[config.mk]
export PLATFORM = sky130hd
export DESIGN_NAME = stream_find_replace
export DESIGN_NICKNAME = d
export VERILOG_FILES = /design/src/sv/sfr_pkg.sv /design/src/sv/sfr_front.sv /design/src/sv/sfr_queue.sv /design/src/sv/sfr_back.sv /design/src/sv/stream_find_replace.sv
export SDC_FILE = /design/constraint.sdc
export NUM_CORES = 1
export LEC_CHECK = 0
export ABC_AREA = 1
export BUFFER_PORTS_ARGS = -buffer_cell sky130_fd_sc_hd__buf_4
export CAP_MARGIN = 20
export CORE_AREA = 2 2 223 225
export DETAILED_ROUTE_END_ITERATION = 8
export DIE_AREA = 0 0 225 227
export PLACE_DENSITY = 0.65
export RECOVER_POWER = 25
export SYNTH_ARGS = -nofsm -noshare
export SYNTH_HDL_FRONTEND = slang
export SYNTH_SLANG_ARGS = --single-unit
[constraint.sdc]
create_clock -name clk_i -period 21.1 [get_ports clk_i]
set_input_delay 6.33 -clock clk_i [delete_from_list [all_inputs] [get_ports clk_i]]
set_output_delay 6.33 -clock clk_i [all_outputs]
set_load 0.01 [all_outputs]
[src/sv/sfr_pkg.sv]
`default_nettype none

package sfr_pkg;

  localparam int unsigned CfgIdxW = 8;
  localparam int unsigned CntW = 4;

  typedef enum logic [CfgIdxW-1:0] {
    REG_PATTERN_BYTES      = 8'd0,
    REG_PATTERN_LENGTH     = 8'd1,
    REG_REPLACEMENT_BYTES  = 8'd2,
    REG_REPLACEMENT_LENGTH = 8'd3
  } cfg_reg_e;

  typedef struct packed {
    logic [7:0] text_byte;
    logic       end_of_text;
  } in_req_t;

  typedef struct packed {
    logic [7:0] out_byte;
    logic       byte_present;
    logic       end_of_output;
  } out_res_t;

  // One emission job: bytes 0..count-1 of data, then the end marker if eot is set.
  typedef struct packed {
    logic [63:0]     data;
    logic [CntW-1:0] count;
    logic            eot;
  } cmd_t;

endpackage

`default_nettype wire

[src/sv/sfr_front.sv]
`default_nettype none

module sfr_front import sfr_pkg::*; #(
  parameter int unsigned MAX_PATTERN     = 8,
  parameter int unsigned MAX_REPLACEMENT = 8
) (
  input  wire logic               clk_i,
  input  wire logic               rst_ni,
  input  wire logic               cfg_we_i,
  input  wire logic [CfgIdxW-1:0] cfg_index_i,
  input  wire logic [63:0]        cfg_data_i,
  input  wire logic               accept_i,
  input  wire in_req_t            in_req_i,
  output logic                    q_push_o,
  output cmd_t                    cmd_o
);

  localparam int unsigned PatCap = (MAX_PATTERN < 8) ? MAX_PATTERN : 8;
  localparam int unsigned RplCap = (MAX_REPLACEMENT < 8) ? MAX_REPLACEMENT : 8;

  logic [63:0]     pattern_q;
  logic [CntW-1:0] plen_q;
  logic [63:0]     repl_q;
  logic [CntW-1:0] rlen_q;
  logic [7:0]      held_q [PatCap];
  logic [7:0]      held_d [PatCap];
  logic [CntW-1:0] held_cnt_q, held_cnt_d;

  logic [CntW-1:0] plen, rlen, n, n1, sh;
  logic [7:0]      w [PatCap];
  logic [63:0]     wpack;
  logic [PatCap:0] pre;
  logic            match;

  always_comb begin
    plen = plen_q;
    if (plen_q == '0) begin
      plen = CntW'(1);
    end else if (plen_q > CntW'(PatCap)) begin
      plen = CntW'(PatCap);
    end
    rlen = (rlen_q > CntW'(RplCap)) ? CntW'(RplCap) : rlen_q;
    n  = (held_cnt_q >= plen) ? '0 : held_cnt_q;
    n1 = n + CntW'(1);

    wpack = '0;
    for (int k = 0; k < PatCap; k++) begin
      w[k] = (CntW'(k) < n) ? held_q[k] : in_req_i.text_byte;
      wpack[8*k +: 8] = w[k];
    end

    // pre[s]: the window from s to the newest byte is a prefix of the pattern.
    for (int s = 0; s <= PatCap; s++) begin
      pre[s] = 1'b1;
      for (int j = 0; j < PatCap; j++) begin
        if (s + j < PatCap) begin
          if ((CntW'(s + j) < n1) && (w[s + j] != pattern_q[8*j +: 8])) begin
            pre[s] = 1'b0;
          end
        end
      end
    end
    match = (n1 == plen) && pre[0];

    sh = n1;
    for (int s = PatCap; s >= 0; s--) begin
      if (pre[s] && (CntW'(s) <= n1)) begin
        sh = CntW'(s);
      end
    end

    for (int k = 0; k < PatCap; k++) begin
      held_d[k] = held_q[k];
    end
    held_cnt_d = held_cnt_q;
    cmd_o = '{data: wpack, count: sh, eot: in_req_i.end_of_text};

    if (accept_i) begin
      for (int k = 0; k < PatCap; k++) begin
        held_d[k] = w[k];
        for (int s = 0; s < PatCap; s++) begin
          if ((sh == CntW'(s)) && (k + s < PatCap)) begin
            held_d[k] = w[k + s];
          end
        end
      end
      if (match) begin
        cmd_o.data  = repl_q;
        cmd_o.count = rlen;
      end else if (in_req_i.end_of_text) begin
        cmd_o.count = n1;
      end
      if (match || in_req_i.end_of_text) begin
        held_cnt_d = '0;
      end else begin
        held_cnt_d = n1 - sh;
      end
    end

    if (cfg_we_i && ((cfg_index_i == REG_PATTERN_BYTES) ||
                     (cfg_index_i == REG_PATTERN_LENGTH))) begin
      held_cnt_d = '0;
    end
  end

  assign q_push_o = accept_i && ((cmd_o.count != '0) || cmd_o.eot);

  always_ff @(posedge clk_i or negedge rst_ni) begin
    if (!rst_ni) begin
      pattern_q  <= '0;
      plen_q     <= CntW'(1);
      repl_q     <= '0;
      rlen_q     <= '0;
      held_cnt_q <= '0;
    end else begin
      held_cnt_q <= held_cnt_d;
      if (cfg_we_i) begin
        case (cfg_index_i)
          REG_PATTERN_BYTES:      pattern_q <= cfg_data_i;
          REG_PATTERN_LENGTH:     plen_q    <= cfg_data_i[CntW-1:0];
          REG_REPLACEMENT_BYTES:  repl_q    <= cfg_data_i;
          REG_REPLACEMENT_LENGTH: rlen_q    <= cfg_data_i[CntW-1:0];
          default: begin
          end
        endcase
      end
    end
  end

  always_ff @(posedge clk_i) begin
    for (int k = 0; k < PatCap; k++) begin
      held_q[k] <= held_d[k];
    end
  end

endmodule

`default_nettype wire

[src/sv/sfr_queue.sv]
`default_nettype none

module sfr_queue import sfr_pkg::*; (
  input  wire logic clk_i,
  input  wire logic rst_ni,
  input  wire logic push_i,
  input  wire cmd_t cmd_i,
  output logic      full_o,
  input  wire logic pop_i,
  output logic      empty_o,
  output cmd_t      head_o
);

  cmd_t       mem_q [2];
  logic       wr_ptr_q, rd_ptr_q;
  logic [1:0] cnt_q;

  assign full_o  = (cnt_q == 2'd2);
  assign empty_o = (cnt_q == 2'd0);
  assign head_o  = mem_q[rd_ptr_q];

  always_ff @(posedge clk_i or negedge rst_ni) begin
    if (!rst_ni) begin
      wr_ptr_q <= 1'b0;
      rd_ptr_q <= 1'b0;
      cnt_q    <= 2'd0;
    end else begin
      if (push_i) begin
        wr_ptr_q <= ~wr_ptr_q;
      end
      if (pop_i) begin
        rd_ptr_q <= ~rd_ptr_q;
      end
      if (push_i && !pop_i) begin
        cnt_q <= cnt_q + 2'd1;
      end else if (pop_i && !push_i) begin
        cnt_q <= cnt_q - 2'd1;
      end
    end
  end

  always_ff @(posedge clk_i) begin
    if (push_i) begin
      mem_q[wr_ptr_q] <= cmd_i;
    end
  end

endmodule

`default_nettype wire

[src/sv/sfr_back.sv]
`default_nettype none

module sfr_back import sfr_pkg::*; (
  input  wire logic clk_i,
  input  wire logic rst_ni,
  input  wire logic q_empty_i,
  input  wire cmd_t head_i,
  output logic      q_pop_o,
  output logic      empty_o,
  input  wire logic pop_i,
  output out_res_t  res_o
);

  logic [2:0] idx_q, idx_d;
  logic       vld_q, vld_d;
  out_res_t   res_q, res_d;
  logic       load, last;

  always_comb begin
    load  = !q_empty_i && (!vld_q || pop_i);
    last  = (head_i.count == '0) || (({1'b0, idx_q} + CntW'(1)) == head_i.count);
    idx_d = idx_q;
    vld_d = vld_q;
    res_d = res_q;
    if (pop_i) begin
      vld_d = 1'b0;
    end
    if (load) begin
      vld_d              = 1'b1;
      res_d.byte_present = (head_i.count != '0);
      res_d.out_byte     = (head_i.count != '0) ? head_i.data[{idx_q, 3'b000} +: 8] : 8'd0;
      res_d.end_of_output = head_i.eot && last;
      idx_d = last ? 3'd0 : idx_q + 3'd1;
    end
  end

  assign q_pop_o = load && last;
  assign empty_o = !vld_q;
  assign res_o   = res_q;

  always_ff @(posedge clk_i or negedge rst_ni) begin
    if (!rst_ni) begin
      idx_q <= 3'd0;
      vld_q <= 1'b0;
    end else begin
      idx_q <= idx_d;
      vld_q <= vld_d;
    end
  end

  always_ff @(posedge clk_i) begin
    res_q <= res_d;
  end

endmodule

`default_nettype wire

[src/sv/stream_find_replace.sv]
// Channel     Direction  Handshake                 Payload
// input       in         push / full               in_req_i (text_byte, end_of_text)
// result      out        empty / pop               res_o (out_byte, byte_present, end_of_output)
// config      in         cfg_valid_i / cfg_ready_o cfg_index_i, cfg_data_i
//
// The front classifies one byte per cycle while the two-entry command queue has room.
// The back delivers one result per cycle while results are popped, so a byte that releases k
// results holds the result side until all k are delivered; a bare end marker is one result.
// Reset is asynchronous and leaves no bytes held; configuration is always ready.
// A stalled result side fills the queue and then raises full.
`default_nettype none

module stream_find_replace import sfr_pkg::*; #(
  parameter int unsigned MAX_PATTERN     = 8,
  parameter int unsigned MAX_REPLACEMENT = 8
) (
  input  wire logic               clk_i,
  input  wire logic               rst_ni,
  input  wire logic               cfg_valid_i,
  output logic                    cfg_ready_o,
  input  wire logic [CfgIdxW-1:0] cfg_index_i,
  input  wire logic [63:0]        cfg_data_i,
  input  wire logic               push,
  output logic                    full,
  input  wire in_req_t            in_req_i,
  output logic                    empty,
  input  wire logic               pop,
  output out_res_t                res_o
);

  logic q_push, q_pop, q_full, q_empty;
  cmd_t cmd, head;

  assign cfg_ready_o = 1'b1;
  assign full        = q_full;

  sfr_front #(
    .MAX_PATTERN    (MAX_PATTERN),
    .MAX_REPLACEMENT(MAX_REPLACEMENT)
  ) u_front (
    .clk_i      (clk_i),
    .rst_ni     (rst_ni),
    .cfg_we_i   (cfg_valid_i && cfg_ready_o),
    .cfg_index_i(cfg_index_i),
    .cfg_data_i (cfg_data_i),
    .accept_i   (push && !q_full),
    .in_req_i   (in_req_i),
    .q_push_o   (q_push),
    .cmd_o      (cmd)
  );

  sfr_queue u_queue (
    .clk_i  (clk_i),
    .rst_ni (rst_ni),
    .push_i (q_push),
    .cmd_i  (cmd),
    .full_o (q_full),
    .pop_i  (q_pop),
    .empty_o(q_empty),
    .head_o (head)
  );

  sfr_back u_back (
    .clk_i    (clk_i),
    .rst_ni   (rst_ni),
    .q_empty_i(q_empty),
    .head_i   (head),
    .q_pop_o  (q_pop),
    .empty_o  (empty),
    .pop_i    (pop),
    .res_o    (res_o)
  );

  a_no_push_when_full: assert property (@(posedge clk_i) disable iff (!rst_ni)
    !(q_push && q_full)) else $error("command pushed into a full queue");

  a_no_pop_when_empty: assert property (@(posedge clk_i) disable iff (!rst_ni)
    !(q_pop && q_empty)) else $error("command popped from an empty queue");

  a_bare_marker_is_end: assert property (@(posedge clk_i) disable iff (!rst_ni)
    (!empty && !res_o.byte_present) |-> res_o.end_of_output)
    else $error("result without a byte is not the end marker");

endmodule

`default_nettype wire

==> key figures <==
Timing
  • Rel. slew slack: -2.27
  • Setup TNS: 0 ps
  • Fmax: about 0.08 GHz
  • Setup violations, final: 0
  • Clock skew: ~29 ps
  • Final Max Tran Viols: between 300 and 400
  • Worst-Margin Slew: 4900 ps
  • Unrepaired setup endpoints after global routing: false
  • Crit share post-route: 0.603
  • Min Tclk post-route: between 10,000 and 15,000 ps
  • Final hold violations: 0

Floorplanning
  • DIE HEIGHT: about 230 um
  • IO Pins: between 90 and 100
  • Core Region: between 0.04 and 0.05 mm^2
  • Num rows: 81
  • Initial core utilization: 0.495
  • Die width: approximately 230 um
  • DIE AREA: just over 0.05 mm^2

Logic synthesis
  • Synth Flop Type: edfxtp_1
  • Synth Net Count: ~3,500
  • Post-Syn Instances: approximately 3,400
  • Share of the synthesized area in the top cell type: 0.265
  • Distinct cells, synth: 57
  • Cell taking the most area after synthesis: edfxtp_1
  • Synth Register Bits: 360
  • Synth area leaders: edfxtp_1, nand2_1, dfrtp_1
  • EDFF count, synth: 212
  • Synth Cell Area: approximately 0.024 mm^2
  • Yosys warns: 0
  • Sequential area share after synthesis: 0.419
  • Mean Syn Cell Area: between 7 and 8 um^2
  • FFs w/ async S/R, synth: 0.411

Placement
  • Hpwl dp: approximately 80 mm
  • IO Port Bufs: just under 100
  • Final Wtd Congestion: approximately 1.1

Critical path
  • Crit start category: primary input
  • CP max stage cell: clkbuf_1
  • Cell Chain, Critical Path: clkbuf_1, clkbuf_1
  • Setup CP Type: primary input to asynchronous set/reset pin
  • Worst EP required: between 20,000 and 25,000 ps
  • Slowest cell delay on critical path: approximately 3300 ps
  • Crit path buf inv count: 2
  • Top cell by count, worst path: clkbuf_1
  • Endpoint class of the critical path: asynchronous set/reset pin
  • CP Data Arrival Time: approximately 12,000 ps
  • CP max FO: 87
  • Crit path max-delay family: buffers and inverters

Route
  • Detailed Route WL: 107 mm
  • Detailed-router iteration count before antenna repair: 8
  • Vias/cell: ~6
  • ANT nets after route: 0
  • Wire length per cell: 26.3 um
  • Drt drc: 0
  • Initial DRC count: around 3,900
  • Via count: 24,900

Power and ir drop
  • Pwr per Cell Area: between 150 and 200 mW/mm^2
  • Leakage: around 12 nW
  • Worst vdd ir: around 0.14 mV
  • Power Total: ~5.1 mW

Clock tree
  • Post-CTS Setup Inserts: 0
  • Hold buffer count at CTS: 0
  • CTS resizes: 0
  • CTS root buf: clkbuf_16
  • Clock slew at reported path FFs: around 60 ps
  • Clk buf depth: 3
  • CTS tree: done
  • Clk_lat worst skew: 600 ps
  • # H-tree levels: 2
  • Total CTS buffers: 42
  • Sinks on Clock Net: 360

GRT
  • Total GRT Usage: 0.413
  • First-pass GRT wire length: between 150 and 200 mm
  • Met2 GRT Util: 0.586
  • Pin count of the biggest net entering global routing: between 100 and 150
  • GRT Residual Overflow: 0
  • Initial antenna violation count: 3
  • Met1 GRT Util: 0.558
  • Number of global-route vias before repair: ~23,000
  • GR peak layer: met2
  • GR Util met3: 0.117

Outcome
  • Result of the run: finished with violations
  • Violated checks: max-capacitance violations, max-slew violations

Hold path
  • Hold/Removal Path Class: flop to flop

Run
  • Maxcap violations: 6

Finish
  • Total Nets Final: roughly 3,500
  • Ratio of cells with drive above 1 in the final layout: 0.0889
  • Area grow syn2layout: 9.16%
[metal layers]
metal	up-vias	routed length (um)
li1	11100	-
met5	-	31
met1	11600	41400
met3	313	13900
met2	1745	43700
met4	4	7440
[cells by family (layout without fill, tap and decap cells)]
family / Yosys count / count (layout) / share of synthesized area
AO/OA/AOI/OAI: 548 / 548 / 0.127
AND/OR/NAND/NOR: 1965 / 1965 / 0.350
other: 1 / 3 / 0.000156
XOR/XNOR: 17 / 17 / 0.00620
multiplexers: 6 / 6 / 0.00281
flip-flops: 360 / 360 / 0.419
adder cells (fa/ha/maj): 15 / 15 / 0.00813
buffers and inverters: 481 / 507 / 0.0866
[area by class of cell]
type,count,area [um^2]
clock inverters,13,111
well taps,622,778
clock buffers,64,1240
multi-input cells,2552,11900
diodes,2,5.00
fillers,4782,22300
flip-flops and latches,360,10100
repair buffers,134,1000
inverters,296,1110
[per-stage QoR]
stage | hold WS, ps | worst slack, ps | util | cells | cell area [um^2]
final | 483 | 8390 | 0.540 | 4043 | 26200
after global routing | 500 | 6960 | 0.540 | 4041 | 26200
after CTS | 483 | 10190 | 0.540 | 4038 | 26200
after global placement | 462 | 9560 | 0.512 | 3960 | 24800
after floorplan | 448 | 8810 | - | 3393 | 24000
after detailed placement | 468 | 9610 | 0.512 | 3961 | 24900
[power breakdown]
part	switching [mW]	leakage (nW)	total, mW	internal, mW
sequential	0.0878	4.01	1.23	1.14
combinational	2.30	7.36	3.18	0.879
clock	0.317	0.666	0.729	0.411
total	2.70	12.0	5.13	2.43
[final timing paths]
path	to	slack, ps	cells past startpoint	start
worst max register to register	u_front.held_q[0][19]	12410	37	u_front.plen_q[1]
worst min-delay path	u_front.repl_q[15]	480	2	u_front.repl_q[15]
worst max-delay path	u_queue.rd_ptr_q	8390	2	rst_ni
max in group clk_i	u_front.held_q[0][19]	9490	21	in_req_i[6]
worst min register to register	u_front.repl_q[15]	480	2	u_front.repl_q[15]
min in group asynchronous	u_back.vld_q	7480	1	rst_ni
[Yosys cell counts, types with 23 or more instances]
| cell | count |
|---|---|
| nand2_2 | 36 |
| clkbuf_1 | 86 |
| o21ai_1 | 28 |
| nand3_1 | 325 |
| o211ai_1 | 23 |
| nand2_1 | 1283 |
| edfxtp_1 | 212 |
| buf_2 | 58 |
| nand4_1 | 29 |
| o21ai_0 | 338 |
| nor2_1 | 227 |
| o221ai_1 | 27 |
| a21oi_1 | 60 |
| o22ai_1 | 31 |
| dfrtp_1 | 147 |
| inv_1 | 276 |
[sequential cells by signal, indices dropped and copies added (netlist names), 3 cells and up]
name	count
u_back.idx_q	3
u_back.res_o	10
u_front.held_cnt_q	4
u_front.held_q	64
u_front.pattern_q	64
u_front.plen_q	4
u_front.repl_q	64
u_front.rlen_q	4
u_queue.mem_q	138
[layout by cell type, fill, tap and decap left out, types with 6 or more instances in the layout]
master     count
nand3_1      324
o21ai_1       27
clkbuf_16     43
o22ai_1       31
dfrtp_1      146
nand4_1       29
buf_4        116
nor2_1       224
clkbuf_8       9
xor2_1        13
nand2_4       11
nand2_2       32
edfxtp_1     212
mux2_2         6
nand3_2       18
clkbuf_1      23
a31oi_1       17
o221ai_1      27
o211ai_1      23
nand3b_1       7
a21oi_1       60
inv_2         18
ha_1          14
o21ai_0      339
clkinv_2       6
inv_1        276
nand2_1     1287
nand3_4        8
a221oi_1       7
(Power assumes the default switching activity.)
